$ cat config.mk
export PLATFORM = sky130hd
export DESIGN_NAME = iron_mode_controller_unit
export DESIGN_NICKNAME = d
export VERILOG_FILES = /design/src/rtl/imc_pkg.sv /design/src/rtl/iron_mode_controller_unit.sv
export VERILOG_INCLUDE_DIRS = /design/src /design/src/rtl
export SDC_FILE = /design/constraint.sdc
export NUM_CORES = 1
export LEC_CHECK = 0
export BUFFER_PORTS_ARGS = -buffer_cell sky130_fd_sc_hd__buf_2
export CORE_MARGIN = 8
export CORE_UTILIZATION = 45
export CTS_CLUSTER_SIZE = 12
export DETAILED_ROUTE_END_ITERATION = 8
export HOLD_SLACK_MARGIN = 0.05
export SKIP_LAST_GASP = 1
export SLEW_MARGIN = 20
export SYNTH_ARGS = -nofsm -noshare
export SYNTH_HDL_FRONTEND = slang
export SYNTH_SLANG_ARGS = --single-unit
$ cat constraint.sdc
create_clock -name clk -period 7.6 [get_ports clk]
set_input_delay 0.38 -clock clk [delete_from_list [all_inputs] [get_ports clk]]
set_output_delay 0.38 -clock clk [all_outputs]
set_load 0.02 [all_outputs]
$ cat src/rtl/assert_macros.svh
// ----------------------------------------------------------------------------
// Assertion macros
// Shared concurrent assertion forms; empty when SYNTH is defined.
// ----------------------------------------------------------------------------
`ifndef ASSERT_MACROS_SVH
`define ASSERT_MACROS_SVH

`ifndef SYNTH
// Property must hold at every rising clock edge outside reset.
`define ASSERT_PROP(label, clk, rst_n, prop) \
    label: assert property (@(posedge clk) disable iff (!rst_n) (prop)) \
        else $error("assertion failed");
// Condition must never be true outside reset.
`define ASSERT_NEVER(label, clk, rst_n, cond) \
    label: assert property (@(posedge clk) disable iff (!rst_n) !(cond)) \
        else $error("forbidden condition seen");
`else
`define ASSERT_PROP(label, clk, rst_n, prop)
`define ASSERT_NEVER(label, clk, rst_n, cond)
`endif

`endif

$ cat src/rtl/imc_pkg.sv
`timescale 1ns / 1ps
// ----------------------------------------------------------------------------
// imc_pkg
// Types and constants of the iron mode controller.
// ----------------------------------------------------------------------------
package imc_pkg;

    localparam int TIME_BITS = 32;
    localparam int NOW_W     = 32;
    localparam int LIMIT_W   = 24;
    localparam int CMP_W     = (TIME_BITS > LIMIT_W) ? TIME_BITS : LIMIT_W;
    localparam int SUM_W     = 17;
    localparam int PADDR_W   = 5;

    localparam int unsigned SAVE_DELAY_MS = 30000;
    localparam int unsigned MS_PER_MINUTE = 60000;

    localparam logic [1:0]  POWER_ON_RST   = 2'd0;
    localparam logic [7:0]  SLEEP_MIN_RST  = 8'd30;
    localparam logic [7:0]  STANDBY_MIN_RST = 8'd5;
    localparam logic [6:0]  STEP_RST       = 7'd10;
    localparam logic [15:0] HOLD_MS_RST    = 16'd1000;
    localparam logic [8:0]  TEMP_MIN_RST   = 9'd100;
    localparam logic [8:0]  TEMP_MAX_RST   = 9'd450;
    localparam logic [8:0]  INIT_SP_RST    = 9'd320;

    typedef enum logic [2:0] {
        MODE_INIT    = 3'd0,
        MODE_RUN     = 3'd1,
        MODE_SETPT   = 3'd2,
        MODE_BOOST   = 3'd3,
        MODE_STANDBY = 3'd4,
        MODE_SLEEP   = 3'd5
    } mode_t;

    typedef enum logic [1:0] {
        PON_RUN     = 2'd0,
        PON_STANDBY = 2'd1,
        PON_SLEEP   = 2'd2,
        PON_ALT_RUN = 2'd3
    } pon_mode_t;

    typedef enum logic [2:0] {
        REG_POWER_ON_MODE    = 3'd0,
        REG_SLEEP_MINUTES    = 3'd1,
        REG_STANDBY_MINUTES  = 3'd2,
        REG_TEMP_STEP_SIZE   = 3'd3,
        REG_SETPOINT_HOLD_MS = 3'd4,
        REG_TEMP_MIN         = 3'd5,
        REG_TEMP_MAX         = 3'd6,
        REG_INITIAL_SETPOINT = 3'd7
    } reg_idx_t;

endpackage

$ cat src/rtl/iron_mode_controller_unit.sv
`timescale 1ns / 1ps
// ----------------------------------------------------------------------------
// iron_mode_controller_unit
// Mode, setpoint and timeout control of a heated tool, one poll per request.
// ----------------------------------------------------------------------------
// Each poll request passes an input register and a result register, and one
// poll is taken in every cycle while the output side keeps up. The mode,
// setpoint and activity times are updated in the single cycle in which a poll
// moves from the input register to the result register. The idle limits in
// milliseconds are computed when the minute registers are written, so the
// poll path holds only compares, one 8 x 7 bit multiply and the setpoint
// clamp.
`include "assert_macros.svh"

module iron_mode_controller_unit (
    input  logic                         clk,
    input  logic                         rst_n,
    // Poll request channel
    input  logic                         in_valid,
    output logic                         in_ready,
    input  logic [31:0]                  now_ms,
    input  logic signed [7:0]            encoder_delta,
    input  logic                         button_held,
    input  logic                         short_click,
    input  logic                         long_click,
    input  logic                         motion_seen,
    // Result channel
    output logic                         out_valid,
    input  logic                         out_ready,
    output logic [2:0]                   mode,
    output logic [8:0]                   setpoint_value,
    output logic                         save_pulse,
    output logic                         menu_request,
    // Configuration port
    input  logic                         psel,
    input  logic                         penable,
    input  logic                         pwrite,
    input  logic [imc_pkg::PADDR_W-1:0]  paddr,
    input  logic [31:0]                  pwdata,
    output logic [31:0]                  prdata,
    output logic                         pready
);

    import imc_pkg::*;

    // Configuration registers
    logic [1:0]         power_on_mode_reg;
    logic [7:0]         sleep_minutes_reg;
    logic [7:0]         standby_minutes_reg;
    logic [6:0]         temp_step_size_reg;
    logic [15:0]        setpoint_hold_ms_reg;
    logic [8:0]         temp_min_reg;
    logic [8:0]         temp_max_reg;
    logic [8:0]         initial_setpoint_reg;
    logic [LIMIT_W-1:0] sleep_limit_reg;
    logic [LIMIT_W-1:0] standby_limit_reg;

    reg_idx_t           reg_idx;
    logic               cfg_write;

    // Input stage
    logic                  s1_valid_reg;
    logic [TIME_BITS-1:0]  now_reg;
    logic signed [7:0]     delta_reg;
    logic                  held_reg;
    logic                  click_reg;
    logic                  long_reg;
    logic                  moved_reg;

    // Controller state
    mode_t                 mode_reg, mode_next;
    logic [8:0]            setpoint_reg, setpoint_next;
    logic [TIME_BITS-1:0]  active_time_reg, active_time_next;
    logic [TIME_BITS-1:0]  knob_time_reg, knob_time_next;
    logic                  change_pending_reg, change_pending_next;
    logic [TIME_BITS-1:0]  change_time_reg, change_time_next;

    // Result stage
    logic                  out_valid_reg;
    logic [2:0]            mode_out_reg;
    logic [8:0]            setpoint_out_reg;
    logic                  save_reg, save_next;
    logic                  menu_reg, menu_next;

    logic                  advance;

    // Poll decode
    logic                  delta_nz;
    logic [TIME_BITS-1:0]  idle_ms, knob_ms, change_ms;
    logic                  sleep_due, standby_due, save_due, hold_done;
    logic                  adjust;
    logic signed [15:0]    step_product;
    logic signed [15:0]    change_amt;
    logic signed [SUM_W-1:0] sp_sum;
    logic signed [SUM_W-1:0] sp_max, sp_min;
    logic [8:0]            sp_clamped;

    // ------------------------------------------------------------------
    // Configuration port
    // ------------------------------------------------------------------
    assign pready    = 1'b1;
    assign reg_idx   = reg_idx_t'(paddr[PADDR_W-1:2]);
    assign cfg_write = psel && penable && pwrite;

    always_ff @(posedge clk or negedge rst_n)
    begin
        if (!rst_n)
        begin
            power_on_mode_reg    <= POWER_ON_RST;
            sleep_minutes_reg    <= SLEEP_MIN_RST;
            standby_minutes_reg  <= STANDBY_MIN_RST;
            temp_step_size_reg   <= STEP_RST;
            setpoint_hold_ms_reg <= HOLD_MS_RST;
            temp_min_reg         <= TEMP_MIN_RST;
            temp_max_reg         <= TEMP_MAX_RST;
            initial_setpoint_reg <= INIT_SP_RST;
            sleep_limit_reg      <= LIMIT_W'(32'(SLEEP_MIN_RST) * MS_PER_MINUTE);
            standby_limit_reg    <= LIMIT_W'(32'(STANDBY_MIN_RST) * MS_PER_MINUTE);
        end
        else if (cfg_write)
        begin
            unique case (reg_idx)
                REG_POWER_ON_MODE:    power_on_mode_reg <= pwdata[1:0];
                REG_SLEEP_MINUTES:
                begin
                    sleep_minutes_reg <= pwdata[7:0];
                    sleep_limit_reg   <= LIMIT_W'(32'(pwdata[7:0]) * MS_PER_MINUTE);
                end
                REG_STANDBY_MINUTES:
                begin
                    standby_minutes_reg <= pwdata[7:0];
                    standby_limit_reg   <= LIMIT_W'(32'(pwdata[7:0]) * MS_PER_MINUTE);
                end
                REG_TEMP_STEP_SIZE:   temp_step_size_reg   <= pwdata[6:0];
                REG_SETPOINT_HOLD_MS: setpoint_hold_ms_reg <= pwdata[15:0];
                REG_TEMP_MIN:         temp_min_reg         <= pwdata[8:0];
                REG_TEMP_MAX:         temp_max_reg         <= pwdata[8:0];
                REG_INITIAL_SETPOINT: initial_setpoint_reg <= pwdata[8:0];
            endcase
        end
    end

    always_comb
    begin
        unique case (reg_idx)
            REG_POWER_ON_MODE:    prdata = 32'(power_on_mode_reg);
            REG_SLEEP_MINUTES:    prdata = 32'(sleep_minutes_reg);
            REG_STANDBY_MINUTES:  prdata = 32'(standby_minutes_reg);
            REG_TEMP_STEP_SIZE:   prdata = 32'(temp_step_size_reg);
            REG_SETPOINT_HOLD_MS: prdata = 32'(setpoint_hold_ms_reg);
            REG_TEMP_MIN:         prdata = 32'(temp_min_reg);
            REG_TEMP_MAX:         prdata = 32'(temp_max_reg);
            REG_INITIAL_SETPOINT: prdata = 32'(initial_setpoint_reg);
        endcase
    end

    // ------------------------------------------------------------------
    // Flow control
    // ------------------------------------------------------------------
    assign advance  = s1_valid_reg && (!out_valid_reg || out_ready);
    assign in_ready = !s1_valid_reg || advance;

    always_ff @(posedge clk or negedge rst_n)
    begin
        if (!rst_n)
        begin
            s1_valid_reg  <= 1'b0;
            out_valid_reg <= 1'b0;
        end
        else
        begin
            if (in_ready)
            begin
                s1_valid_reg <= in_valid;
            end
            if (advance)
            begin
                out_valid_reg <= 1'b1;
            end
            else if (out_ready)
            begin
                out_valid_reg <= 1'b0;
            end
        end
    end

    always_ff @(posedge clk)
    begin
        if (in_valid && in_ready)
        begin
            now_reg   <= TIME_BITS'(now_ms);
            delta_reg <= encoder_delta;
            held_reg  <= button_held;
            click_reg <= short_click;
            long_reg  <= long_click;
            moved_reg <= motion_seen;
        end
    end

    // ------------------------------------------------------------------
    // Poll decode
    // ------------------------------------------------------------------
    assign delta_nz  = (delta_reg != 8'sd0);
    assign idle_ms   = now_reg - active_time_reg;
    assign knob_ms   = now_reg - knob_time_reg;
    assign change_ms = now_reg - change_time_reg;

    assign sleep_due   = CMP_W'(idle_ms) > CMP_W'(sleep_limit_reg);
    assign standby_due = CMP_W'(idle_ms) > CMP_W'(standby_limit_reg);
    assign save_due    = change_pending_reg && (CMP_W'(change_ms) > CMP_W'(SAVE_DELAY_MS));
    assign hold_done   = (CMP_W'(knob_ms) > CMP_W'(setpoint_hold_ms_reg)) && !held_reg;

    // The step product spans at most 15 bits; the sum with the setpoint fits SUM_W.
    assign step_product = 16'(delta_reg * $signed({1'b0, temp_step_size_reg}));
    assign change_amt   = held_reg ? 16'(delta_reg) : step_product;
    assign sp_sum       = $signed({{(SUM_W-9){1'b0}}, setpoint_reg})
                          + $signed({{(SUM_W-16){change_amt[15]}}, change_amt});
    assign sp_max       = $signed({{(SUM_W-9){1'b0}}, temp_max_reg});
    assign sp_min       = $signed({{(SUM_W-9){1'b0}}, temp_min_reg});

    // When the bounds are crossed, the upper bound wins for a sum above it, else the lower bound.
    always_comb
    begin
        priority if (sp_sum > sp_max)
        begin
            sp_clamped = temp_max_reg;
        end
        else if (sp_sum < sp_min)
        begin
            sp_clamped = temp_min_reg;
        end
        else
        begin
            sp_clamped = sp_sum[8:0];
        end
    end

    assign adjust = (mode_reg == MODE_SETPT) && delta_nz;

    // Next mode
    always_comb
    begin
        mode_next = mode_reg;
        unique case (mode_reg)
            MODE_INIT:
            begin
                if (!held_reg)
                begin
                    unique case (pon_mode_t'(power_on_mode_reg))
                        PON_STANDBY:          mode_next = MODE_STANDBY;
                        PON_SLEEP:            mode_next = MODE_SLEEP;
                        PON_RUN, PON_ALT_RUN: mode_next = MODE_RUN;
                    endcase
                end
            end
            MODE_SETPT:
            begin
                if (!delta_nz && hold_done)
                begin
                    mode_next = MODE_RUN;
                end
            end
            MODE_RUN, MODE_BOOST, MODE_STANDBY, MODE_SLEEP:
            begin
                priority if (delta_nz)
                begin
                    mode_next = MODE_SETPT;
                end
                else if (click_reg)
                begin
                    unique case (mode_reg)
                        MODE_RUN:     mode_next = MODE_BOOST;
                        MODE_BOOST:   mode_next = MODE_STANDBY;
                        MODE_STANDBY: mode_next = MODE_SLEEP;
                        default:      mode_next = MODE_RUN;
                    endcase
                end
                else if (long_reg)
                begin
                    mode_next = mode_reg;
                end
                else if (moved_reg)
                begin
                    mode_next = MODE_RUN;
                end
                else if (mode_reg != MODE_SLEEP && sleep_due)
                begin
                    mode_next = MODE_SLEEP;
                end
                else if ((mode_reg == MODE_RUN || mode_reg == MODE_BOOST) && standby_due)
                begin
                    mode_next = MODE_STANDBY;
                end
                else
                begin
                    mode_next = mode_reg;
                end
            end
            default:
            begin
                mode_next = mode_reg;
            end
        endcase
    end

    // Timers, setpoint and pulses
    always_comb
    begin
        active_time_next    = active_time_reg;
        knob_time_next      = delta_nz ? now_reg : knob_time_reg;
        setpoint_next       = adjust ? sp_clamped : setpoint_reg;
        change_time_next    = adjust ? now_reg : change_time_reg;
        change_pending_next = adjust || (change_pending_reg && !save_due);
        save_next           = save_due;
        menu_next           = 1'b0;
        unique case (mode_reg)
            MODE_SETPT:
            begin
                if (delta_nz || (!hold_done && moved_reg))
                begin
                    active_time_next = now_reg;
                end
            end
            MODE_RUN, MODE_BOOST, MODE_STANDBY, MODE_SLEEP:
            begin
                if (delta_nz || click_reg || long_reg || moved_reg)
                begin
                    active_time_next = now_reg;
                end
                menu_next = !delta_nz && !click_reg && long_reg;
            end
            default:
            begin
                active_time_next = active_time_reg;
            end
        endcase
    end

    always_ff @(posedge clk or negedge rst_n)
    begin
        if (!rst_n)
        begin
            mode_reg           <= MODE_INIT;
            setpoint_reg       <= INIT_SP_RST;
            active_time_reg    <= '0;
            knob_time_reg      <= '0;
            change_pending_reg <= 1'b0;
            change_time_reg    <= '0;
        end
        else if (advance)
        begin
            mode_reg           <= mode_next;
            setpoint_reg       <= setpoint_next;
            active_time_reg    <= active_time_next;
            knob_time_reg      <= knob_time_next;
            change_pending_reg <= change_pending_next;
            change_time_reg    <= change_time_next;
        end
    end

    always_ff @(posedge clk)
    begin
        if (advance)
        begin
            mode_out_reg     <= mode_next;
            setpoint_out_reg <= setpoint_next;
            save_reg         <= save_next;
            menu_reg         <= menu_next;
        end
    end

    assign out_valid      = out_valid_reg;
    assign mode           = mode_out_reg;
    assign setpoint_value = setpoint_out_reg;
    assign save_pulse     = save_reg;
    assign menu_request   = menu_reg;

    // ------------------------------------------------------------------
    // Assertions
    // ------------------------------------------------------------------
    `ASSERT_PROP(a_sp_only_in_setpt, clk, rst_n, (advance && setpoint_next != setpoint_reg) |-> (mode_reg == MODE_SETPT))
    `ASSERT_PROP(a_menu_keeps_mode, clk, rst_n, (advance && menu_next) |-> (mode_next == mode_reg))
    `ASSERT_PROP(a_stall_only_full, clk, rst_n, !in_ready |-> (s1_valid_reg && out_valid_reg && !out_ready))
    `ASSERT_PROP(a_pending_cleared_by_save, clk, rst_n, $fell(change_pending_reg) |-> $past(advance && save_next))
    `ASSERT_NEVER(a_save_and_adjust, clk, rst_n, advance && save_next && change_pending_next && !adjust)

endmodule

Yosys cells after proc, flatten, opt, wreduce, memory -nomap -nowiden
Index checks and enable logic that the tools add are counted.

cells by class
  reduce and logical (&&, ||, !) cells = 48
  multipliers = 2
  add/sub/neg operators = 4
  muxes and demuxes = 21
  magnitude comparators = 6
  equality and inequality tests = 18

operators with widths
  operator                                               count
  case mux 32 bit (8 select lines)                       1
  subtractor 32 bit                                      3
  > comparator 32 x 24 -> 1 bit                          2
  two-way mux 32 bit                                     2
  case mux 32 bit (2 select lines)                       1
  > comparator 32 x 15 -> 1 bit (second input constant)  1
  > comparator 32 x 16 -> 1 bit                          1
  two-way mux 9 bit                                      3
  case mux 3 bit (3 select lines)                        3
  two-way mux 3 bit                                      8
  AND reduction 2 bit                                    10
  multiplier 8 x 11 -> 19 bit (second input constant)    1
  == test 3 bit (second input constant)                  6
  adder 10 x 16 -> 17 bit                                1
  > comparator 17 x 10 -> 1 bit                          1
  < comparator 17 x 10 -> 1 bit                          1
  multiplier 8 x 8 -> 16 bit                             1
  two-way mux 16 bit                                     1
  logical AND 1 bit                                      14
  == test 3 x 2 -> 1 bit (second input constant)         4
  logical OR 1 bit                                       8
  nonzero test 8 bit                                     1
  logical NOT 1 bit                                      7
  == test 3 x 1 -> 1 bit (second input constant)         2
  12 further kinds                                       16

word-level totals
  logic and storage cells = 127
  register bits = 275
  output and inout bits = 49
  input bits = 88

Longest topological paths before layout
Gate-level depths: netlist of the first run.

  depth in word-level cells = 10
  mapped depth = 30
  gate-level depth less buffers = 28

Worst setup path before layout of the first run
No wires, ideal clock.

  kind = register -> register
  start point = register temp_step_size_reg[3]
  end point = register setpoint_out_reg[7], in the netlist setpoint_value[7] (data pin)
  stages on the path, launching flop included = 29
  arrival time = 6.016 ns
  setup slack = 1.323 ns
  library setup time = 0.261 ns
  buffers on the path = 2
  required time = 7.339 ns
  period minus slack after synthesis = 6.277 ns
  path through = dfstp_2 -> clkbuf_1 -> nand2_1 -> fa_1 -> inv_1 -> ha_1 -> ha_1 -> inv_1 -> fa_1 -> inv_1 -> ha_1 -> nor2b_1 -> nor2_1 -> xor2_1 -> o21ai_0 -> ha_1 -> or4_1 -> o22ai_1 -> xnor2_1 -> ha_1 -> nand4_1 -> nor2_1 -> nand4_1 -> a22oi_1 -> o311ai_1 -> nor3_1 -> buf_2 -> mux2i_1 -> a221o_1

between the ends
  longest elaborated chain between the ends = 7
  elaborated cells between the ends (all ways) = 8
  those cells by class = add/sub (1); mul (1); order compare (2); mux (4)

RTL lines
  item                            RTL line                          source
  start: declaration              iron_mode_controller_unit.sv:50   logic [6:0] temp_step_size_reg;
  start signal: assignment        iron_mode_controller_unit.sv:134  REG_TEMP_STEP_SIZE: temp_step_size_reg <= pwdata[6:0];
  multiplier 8 x 8 -> 16 bit (*)  iron_mode_controller_unit.sv:214  assign step_product = 16'(delta_reg * $signed({1'b0, temp_step_size_reg}));
  two-way mux 16 bit (*)          iron_mode_controller_unit.sv:215  assign change_amt = held_reg ? 16'(delta_reg) : step_product;
  adder 10 x 16 -> 17 bit (*)     iron_mode_controller_unit.sv:217  + $signed({{(SUM_W-16){change_amt[15]}}, change_amt});
  < comparator 17 x 10 -> 1 bit   iron_mode_controller_unit.sv:228  else if (sp_sum < sp_min)
  two-way mux 9 bit               iron_mode_controller_unit.sv:228
  two-way mux 9 bit (*)           iron_mode_controller_unit.sv:224  priority if (sp_sum > sp_max)
  two-way mux 9 bit (*)           iron_mode_controller_unit.sv:311  setpoint_next = adjust ? sp_clamped : setpoint_reg;
  via setpoint_next[7]            iron_mode_controller_unit.sv:72   logic [8:0] setpoint_reg, setpoint_next;
  end signal: assignment          iron_mode_controller_unit.sv:366  setpoint_out_reg <= setpoint_next;
  end: declaration                iron_mode_controller_unit.sv:81   logic [8:0] setpoint_out_reg;

Mark *: on every way through the listed nets, which the timed path passes. The rest lies on a longest branch.
A chain may end at the register's enable or synchronous reset.

Worst setup path in the final report of the first run
  start point = register temp_step_size_reg[2]
  end point = register setpoint_out_reg[3], in the netlist setpoint_value[3] (data pin)

Same word-level chain as after synthesis.

==> run summary, run 1 <==
Status: finished clean
Worst r2r dst: setpoint_value[3]
Clock-pin slew on the worst setup and hold paths: 0.06 ns
Largest net degree at the start of global routing: 126
RSZ-0062 raised after global routing: no
Final instance area: 27100 um^2
Cell family with the largest share of critical-path delay: adder cells
Vias/cell: 5.70
Critical Path Fanout Max: 9
Critical path's largest stage delay: 0.61 ns
Max Clk Rate: 144 MHz
CTS Buf Count: 38
Worst path most repeated cell: ha_1
Worst EP arrival: 7.35 ns
Fillers: 4878
WP depth: 25
CP Buf/Inv Count: 2
Minimum clock period: 6.95 ns
Clock Tree Buf Depth: 3
Register area: 7180 um^2
Die Y: 247 um
Top_reg_cell synth: dfrtp_1
Worst-skew pair later-pin latency: 0.55 ns
Flop-to-flop setup slack: 0.65 ns
Setup CP Type: reg2reg
CP max stage cell: o41a_1
Port Buffers: 101
Die X: 247 um
Yosys warning total: 0
GRT Resource Usage Total: 22.8%
Wire per inst: 19.7 um
First drt pass iteration count: 6
Leak: 12.4 nW
Layout Area Growth over Synthesis: 12.8%
ANT nets after route: 0
Post-Place Cell Area: 25300 um^2
First-pass GRT wire length: 111000 um
Hold depth: 3
Worst R2R Path Depth: 25
Multi-input gate area: 15200 um^2
Post-CTS setup buffer count: 0
CTS Root Cell: clkbuf_16
Period utilization: 91.4%
Pwr/cell area: 397 nW/um^2
Vias in the first global route: 20200
I/O pin total: 137
Placer Congestion: 0.950
Die area: 61100 um^2
Startpoint types: flip-flop
Post-cts resize count: 0
Drt total wl: 70400 um
WHS Endpoint: setpoint_hold_ms_reg[11]
# DRC: 0
Hold Path Class: in2reg
Net count, final: 3272
Final Hold Viols: 0
Placeable Area: 52700 um^2
DP HPWL: 53700 um
Slew Limit Fails: 0
Post-Synthesis Mean Instance Area: 8.81 um^2
Layout cell share with drive strength beyond 1: 12.1%
Setup violators final: 0
Min-Delay Startpoint: pwdata[11]
Hold Buf Count CTS: 52
Ys async rst share: 78.8%
Critical Path RT: 8.01 ns
Most frequent cells in the layout: 338 x inv_1, 261 x nand2_1, 257 x ha_1, 196 x o21ai_0, 172 x dfrtp_1
Max Cap Viol: 0
Via count: 20400
Initial DRC Count: 1415
Worst-margin pin slew: 1.05 ns
H-tree depth: 2
Yosys reg bits: 273
Num rows: 84
Commonest non-fill, non-tap cell in the layout: inv_1
TritonCTS clock tree: yes
Seq/Total Area, Yosys: 29.9%
Total grt overflow: 0
Post-synth EDFFs: 58
Clk sinks: 273
Initial antenna violation count: 0
Mapped Area: 24000 um^2
Crit. End Element: flip-flop
Rel. slew slack: 29.8%
Initial Util: 45.6%
Final clock skew: 0.0123 ns
VDD IR-drop max: 0.192 mV
Synth Instances: 2727
Unique masters post-synth: 99
Setup TNS: 0 ns
Worst r2r src: temp_step_size_reg[2]
-- per-layer routing --
layer	wire length (um)	global-route usage, %	vias to the layer above
met4	2100	7.72	0
met2	33000	38.0	539
met1	32000	30.4	9853
met3	3350	2.93	102
li1	-	-	9876
met5	0	0	-
-- per-stage QoR --
stage	total power [W]	instances	setup slack (ns)	hold slack (ns)	utilization, %
floorplan	0.00718	2742	1.32	0.0844	-
global placement	0.00860	3451	0.733	0.441	48.0
detailed placement	0.00877	3451	0.729	0.437	48.0
CTS	0.0108	3572	0.681	0.0537	51.4
global route	0.0117	3572	0.324	0.0900	51.5
finish	0.0107	3574	0.654	0.0793	51.5
-- report_power, final --
group          total, W  internal, W  switching (W)
Clock           0.00189      0.00117       0.000723
Sequential      0.00226      0.00198       0.000278
Combinational   0.00660      0.00272        0.00388
Total            0.0107      0.00586        0.00489
-- cell usage after synthesis (16+ instances only) --
library cell,number,share of area [%]
inv_1,338,5.3
nand2_1,261,4.1
ha_1,257,13
o21ai_0,196,4.1
dfrtp_1,172,18
nor2_1,160,2.5
a21oi_1,145,3.0
clkbuf_1,79,1.2
fa_1,72,6.0
and2_1,66,1.7
mux2_2,64,3.0
a31o_1,62,2.3
nor3_1,62,1.3
xnor2_1,60,2.2
edfxtp_1,58,7.2
a21o_1,49,1.5
nand3_1,49,1.0
dfstp_2,43,4.7
nand2b_1,31,0.81
a211oi_1,30,0.94
nand4_1,26,0.68
xor2_1,25,0.91
nor2b_1,24,0.62
o21a_1,23,0.72
a31oi_1,18,0.47
buf_4,17,0.53
o211ai_1,17,0.53
o21bai_1,17,0.53
a221o_1,16,0.67
or3_1,16,0.42
-- worst reg2reg max path, stage by stage, from the launching register on --
cell,delay [ns]
dfrtp_1,0.53
and2_1,0.26
fa_1,0.39
fa_1,0.49
ha_1,0.29
inv_1,0.05
fa_1,0.53
inv_1,0.04
ha_1,0.35
nor2b_1,0.17
nor2_1,0.12
xor2_1,0.15
o21ai_0,0.09
ha_1,0.25
or4_1,0.56
o22ai_1,0.19
xnor2_1,0.15
ha_1,0.32
nand4_1,0.09
nor2_1,0.12
nand4_1,0.13
a22oi_1,0.23
o311ai_1,0.18
o41a_1,0.61
nor2_4,0.28
a221o_1,0.22
-- area by class of cell --
cell class | count | share of cell area (%)
clock inverter | 20 | 0.914
tap | 688 | 3.18
antenna | 2 | 0.0185
multi-input combinational | 2017 | 55.9
clock buffer | 49 | 3.93
sequential | 273 | 26.5
inverter | 338 | 4.68
timing repair buffer | 187 | 4.86
-- cell families after synthesis --
group	after synthesis	synth area share, %
AO/OA/AOI/OAI	738	20.6
XOR/XNOR	85	3.10
other	2	0.0313
multiplexers	86	4.29
buffers and inverters	452	7.42
adder cells (fa/ha/maj)	329	19.4
flip-flops	273	29.9
AND/OR/NAND/NOR	762	15.3
-- how the worst max path moves through the flow --
stage / start / end / slack, ns
2_1_floorplan: temp_step_size_reg[3] / setpoint_value[7] / 1.32
3_3_place_gp: temp_step_size_reg[3] / setpoint_value[0] / 0.73
3_5_place_dp: temp_step_size_reg[2] / setpoint_value[0] / 0.73
4_1_cts: temp_step_size_reg[3] / setpoint_value[3] / 0.68
5_1_grt: temp_step_size_reg[3] / setpoint_value[3] / 0.32
6_report: temp_step_size_reg[2] / setpoint_value[3] / 0.65
No activity file was read; power rests on OpenSTA's default activity.
==> run 2, diff against run 1 <==
PLACE_DENSITY_LB_ADDON = 0.25   (was not set)
==> run summary, run 2 (same netlist as run 1, synthesis figures left out) <==
Minimum clock period: 7.08 ns
Post-cts resize count: 0
Initial Util: 45.6%
TritonCTS clock tree: yes
Net count, final: 3269
Clock-pin slew on the worst setup and hold paths: 0.06 ns
Initial antenna violation count: 0
Setup TNS: 0 ns
Critical Path RT: 8.02 ns
Via count: 20300
Switch share: 44.9%
I/O pin total: 137
Setup violators final: 0
Sequential power share: 21.1%
Fillers: 4850
Total grt overflow: 0
Most frequent cells in the layout: 338 x inv_1, 261 x nand2_1, 257 x ha_1, 196 x o21ai_0, 172 x dfrtp_1
RSZ-0062 raised after global routing: no
Crit. End Element: flip-flop
# DRC: 0
P_int: 0.00592 W
Clock Tree Buf Depth: 3
Final Hold Viols: 0
Initial DRC Count: 1383
Max Cap Viol: 0
Hold slack final: 0.0958 ns
Largest net degree at the start of global routing: 81
Layout cell share with drive strength beyond 1: 11.8%
Commonest non-fill, non-tap cell in the layout: inv_1
First drt pass iteration count: 6
Port Buffers: 101
VDD IR-drop max: 0.242 mV
Worst-skew pair later-pin latency: 0.55 ns
Diodes inserted: 0
P_sw: 0.00482 W
First-pass GRT wire length: 110000 um
Min-Delay Startpoint: pwdata[8]
DP HPWL: 52600 um
Drt total wl: 68600 um
Period utilization: 93.2%
Worst-margin pin slew: 1.04 ns
Vias in the first global route: 20200
Wire per inst: 19.2 um
Rel. slew slack: 30.2%
Post-place setup slack: 0.618 ns
Final clock skew: 0.0218 ns
Critical Path Fanout Max: 10
Leak: 12.4 nW
CTS Buf Count: 36
Num rows: 84
Max Clk Rate: 141 MHz
ANT nets after route: 0
Die Y: 247 um
Status: finished clean
Setup crit start: temp_step_size_reg[4]
Slew Limit Fails: 0
Vias/cell: 5.68
CTS Root Cell: clkbuf_16
Final setup margin: 0.519 ns
Setup CP Type: reg2reg
H-tree depth: 2
Logic gate share of total power: 61.0%
Post-CTS setup buffer count: 0
Die X: 247 um
Die area: 61100 um^2
Clock power frac: 17.9%
Fin util: 51.5%
Placer Congestion: 0.912
Hold Path Class: in2reg
Layout Area Growth over Synthesis: 12.8%
GRT Resource Usage Total: 22.4%
Worst r2r src: temp_step_size_reg[4]
Placeable Area: 52700 um^2
Worst EP arrival: 7.50 ns
Clk sinks: 273
Startpoint types: flip-flop
Pwr/cell area: 396 nW/um^2
==> run 2: cell types whose count changed in the layout (fill, tap and decap cells not counted), moves of 2 or more <==
cell	delta
inv_6	-3
clkbuf_8	-2
buf_12	-2
bufinv_16	+4
clkbuf_16	-2
clkinv_2	-5
diode_2	-2
==> run 2: timing repair <==
| action | 4_1_cts | 5_1_grt |
|---|---|---|
| endpoints found under the setup margin | 0 | 0 |
| endpoints found under the hold margin | 103 | 0 |
| hold buffers | 53 | 0 |
==> run 2: per-layer routing <==
layer	part of all wire (%)	up-vias	wire length, um	track usage (%)
li1	-	9875	-	-
met1	45	9785	31000	29.4
met2	47	481	32100	37.2
met3	4.9	115	3350	3.39
met4	3.2	0	2210	7.90
met5	0	-	0	0
==> run 2: stage by stage <==
stage	power, W	cell area (um^2)	cells
6_report	0.0107	27100	3566
5_1_grt	0.0117	27100	3566
4_1_cts	0.0107	27100	3565
3_5_place_dp	0.00873	25200	3448
3_3_place_gp	0.00858	25200	3448
2_1_floorplan	0.00718	24100	2742
==> run 2: layout make-up <==
class	count	area, um^2	area share, %
multi-input combinational	2017	15200	55.9
sequential	273	7180	26.5
timing repair buffer	186	1310	4.82
inverter	338	1270	4.68
clock buffer	45	987	3.64
tap	688	861	3.18
clock inverter	19	339	1.25
==> run 2: final timing paths <==
kind | cells after the start | endpoint | slack (ns)
setup / recovery | 25 | setpoint_value[8] | 0.52
hold / removal | 3 | setpoint_hold_ms_reg[8] | 0.1
setup reg to reg | 25 | setpoint_value[8] | 0.52
hold reg to reg | 2 | standby_minutes_reg[2] | 0.47
max in group asynchronous | 3 | knob_time_reg[21] | 5.86
min in group asynchronous | 2 | change_time_reg[8] | 0.38
==> run 2: power by group through the flow <==
stage | sequential (W) | clock (W) | combinational, W
2_1_floorplan | 0.00218 | 0 | 0.00500
3_3_place_gp | 0.00227 | 0 | 0.00631
3_5_place_dp | 0.00228 | 0 | 0.00645
4_1_cts | 0.00226 | 0.00197 | 0.00651
5_1_grt | 0.00231 | 0.00203 | 0.00740
6_report | 0.00226 | 0.00193 | 0.00655
==> run 2: worst max-delay path, stage by stage (launching register included) <==
cell,delay [ns]
dfrtp_1,0.55
and2_1,0.27
fa_1,0.46
fa_1,0.49
ha_1,0.29
inv_1,0.06
fa_1,0.53
inv_1,0.04
ha_1,0.35
nor2b_1,0.16
nor2_1,0.13
xor2_1,0.16
o21ai_0,0.10
ha_1,0.27
or4_1,0.59
o22ai_1,0.19
xnor2_1,0.15
ha_1,0.32
nand4_1,0.10
nor2_1,0.09
nand4_1,0.14
a22oi_1,0.23
o311ai_1,0.18
o41a_1,0.61
nor2_4,0.29
a221o_1,0.21
==> run 3, diff against run 2 <==
==> constraint.sdc (replaced) <==
create_clock -name clk -period 7.6 [get_ports clk]
set_input_delay 0.76 -clock clk [delete_from_list [all_inputs] [get_ports clk]]
set_output_delay 0.76 -clock clk [all_outputs]
set_load 0.02 [all_outputs]
==> run summary, run 3 (same netlist as run 1, synthesis figures left out) <==
Worst-margin pin slew: 1.04 ns
Minimum clock period: 7.01 ns
Max Clk Rate: 143 MHz
RSZ-0062 raised after global routing: no
Layout Area Growth over Synthesis: 10.1%
Initial DRC Count: 1461
Final Hold Viols: 0
Flop-to-flop setup slack: 0.59 ns
Drt total wl: 67200 um
Worst R2R Path Depth: 25
Crit. End Element: flip-flop
Die Y: 247 um
Hold Buf Count CTS: 0
Port Buffers: 101
Rel. slew slack: 30.5%
Vias/cell: 5.76
Largest net degree at the start of global routing: 74
Placer Congestion: 0.894
Wire per inst: 19.1 um
Total grt overflow: 0
Worst r2r src: temp_step_size_reg[4]
Critical Path Fanout Max: 10
Initial antenna violation count: 0
Layout cell share with drive strength beyond 1: 12.0%
TritonCTS clock tree: yes
Hold Path Class: in2async
Clock-pin slew on the worst setup and hold paths: 0.06 ns
Clock Tree Buf Depth: 3
H-tree depth: 2
Max Cap Viol: 0
Worst-skew pair later-pin latency: 0.55 ns
CTS Root Cell: clkbuf_16
Diodes inserted: 0
GRT Resource Usage Total: 22.0%
Period utilization: 92.2%
I/O pin total: 137
First-pass GRT wire length: 108000 um
Clk sinks: 273
# DRC: 0
Net count, final: 3217
Via count: 20200
ANT nets after route: 0
CTS Buf Count: 36
Worst EP arrival: 7.37 ns
Setup violators final: 0
Post-CTS setup buffer count: 0
Pwr/cell area: 399 nW/um^2
Initial Util: 45.6%
Most frequent cells in the layout: 338 x inv_1, 261 x nand2_1, 257 x ha_1, 196 x o21ai_0, 172 x dfrtp_1
Status: finished clean
Leak: 12.1 nW
Vias in the first global route: 19900
Post-cts resize count: 0
Fin util: 50.2%
Num rows: 84
Slew Limit Fails: 0
Die area: 61100 um^2
Setup CP Type: reg2reg
Setup TNS: 0 ns
First drt pass iteration count: 5
DP HPWL: 52100 um
Die X: 247 um
Placeable Area: 52700 um^2
Worst r2r dst: setpoint_value[2]
Commonest non-fill, non-tap cell in the layout: inv_1
Final clock skew: 0.0227 ns
Startpoint types: flip-flop
VDD IR-drop max: 0.183 mV
Critical Path RT: 7.96 ns
[run 3: cell count changes in the layout (fill, tap and decap cells not counted), sizes merged]
| cell | change |
|---|---|
| inv | +1 |
| buf | +1 |
| clkinvlp | -1 |
| clkinv | +4 |
| bufinv | -4 |
| dlygate4sd3 | -53 |
[run 3: per-layer routing]
| layer | share of wire [%] | wire [um] | track usage [%] | vias to the layer above |
|---|---|---|---|---|
| li1 | - | - | - | 9761 |
| met1 | 46 | 31000 | 29.9 | 9903 |
| met2 | 47 | 31500 | 36.8 | 497 |
| met3 | 4.7 | 3170 | 2.67 | 84 |
| met4 | 2.4 | 1620 | 5.84 | 0 |
| met5 | 0 | 0 | 0 | - |
[run 3: stage by stage]
step	hold WS, ns	instances	area (um^2)	power, W	setup WS (ns)
6_report	0.191	3514	26500	0.0106	0.592
4_1_cts	0.184	3514	26500	0.0106	0.591
3_3_place_gp	0.453	3450	25200	0.00855	0.740
3_5_place_dp	0.451	3450	25200	0.00873	0.623
5_1_grt	0.215	3514	26500	0.0115	0.239
2_1_floorplan	0.439	2742	24100	0.00718	1.32
[run 3: cell type report]
class                      count  area (um^2)
sequential                   273         7180
clock buffer                  45          997
clock inverter                19          230
tap                          688          861
fill                        4931        26200
timing repair buffer         134          767
multi-input combinational   2017        15200
inverter                     338         1270
[run 3: worst max-delay path, cell delays in order, from the launching register on]
cell      delay (ns)
dfrtp_1         0.55
and2_1          0.27
fa_1            0.45
fa_1            0.49
ha_1            0.29
inv_1           0.05
fa_1            0.54
inv_1           0.04
ha_1            0.35
nor2b_1         0.15
nor2_1          0.13
xor2_1          0.15
o21ai_0         0.09
ha_1            0.26
or4_1           0.57
o22ai_1         0.18
xnor2_1         0.15
ha_1            0.32
nand4_1         0.10
nor2_1          0.09
nand4_1         0.14
a22oi_1         0.21
o311ai_1        0.17
o41a_1          0.58
nand2b_1        0.26
o221ai_1        0.25
[run 3: how the worst max path moves through the flow]
| stage | to | start | cells past startpoint | slack, ns |
|---|---|---|---|---|
| finish | setpoint_value[2] | temp_step_size_reg[4] | 25 | 0.59 |
| CTS | setpoint_value[2] | temp_step_size_reg[4] | 25 | 0.59 |
| global placement | setpoint_value[7] | temp_step_size_reg[4] | 25 | 0.74 |
| floorplan | setpoint_value[7] | temp_step_size_reg[3] | 28 | 1.32 |
| detailed placement | setpoint_value[2] | temp_step_size_reg[4] | 25 | 0.62 |
| global route | setpoint_value[2] | temp_step_size_reg[4] | 25 | 0.24 |
[run 3: report_power, final]
group / internal, W / total [W] / switching [W]
registers: 0.00198 / 0.00225 / 0.000276
clock network: 0.00110 / 0.00179 / 0.000685
logic: 0.00269 / 0.00652 / 0.00382
total: 0.00577 / 0.0106 / 0.00478
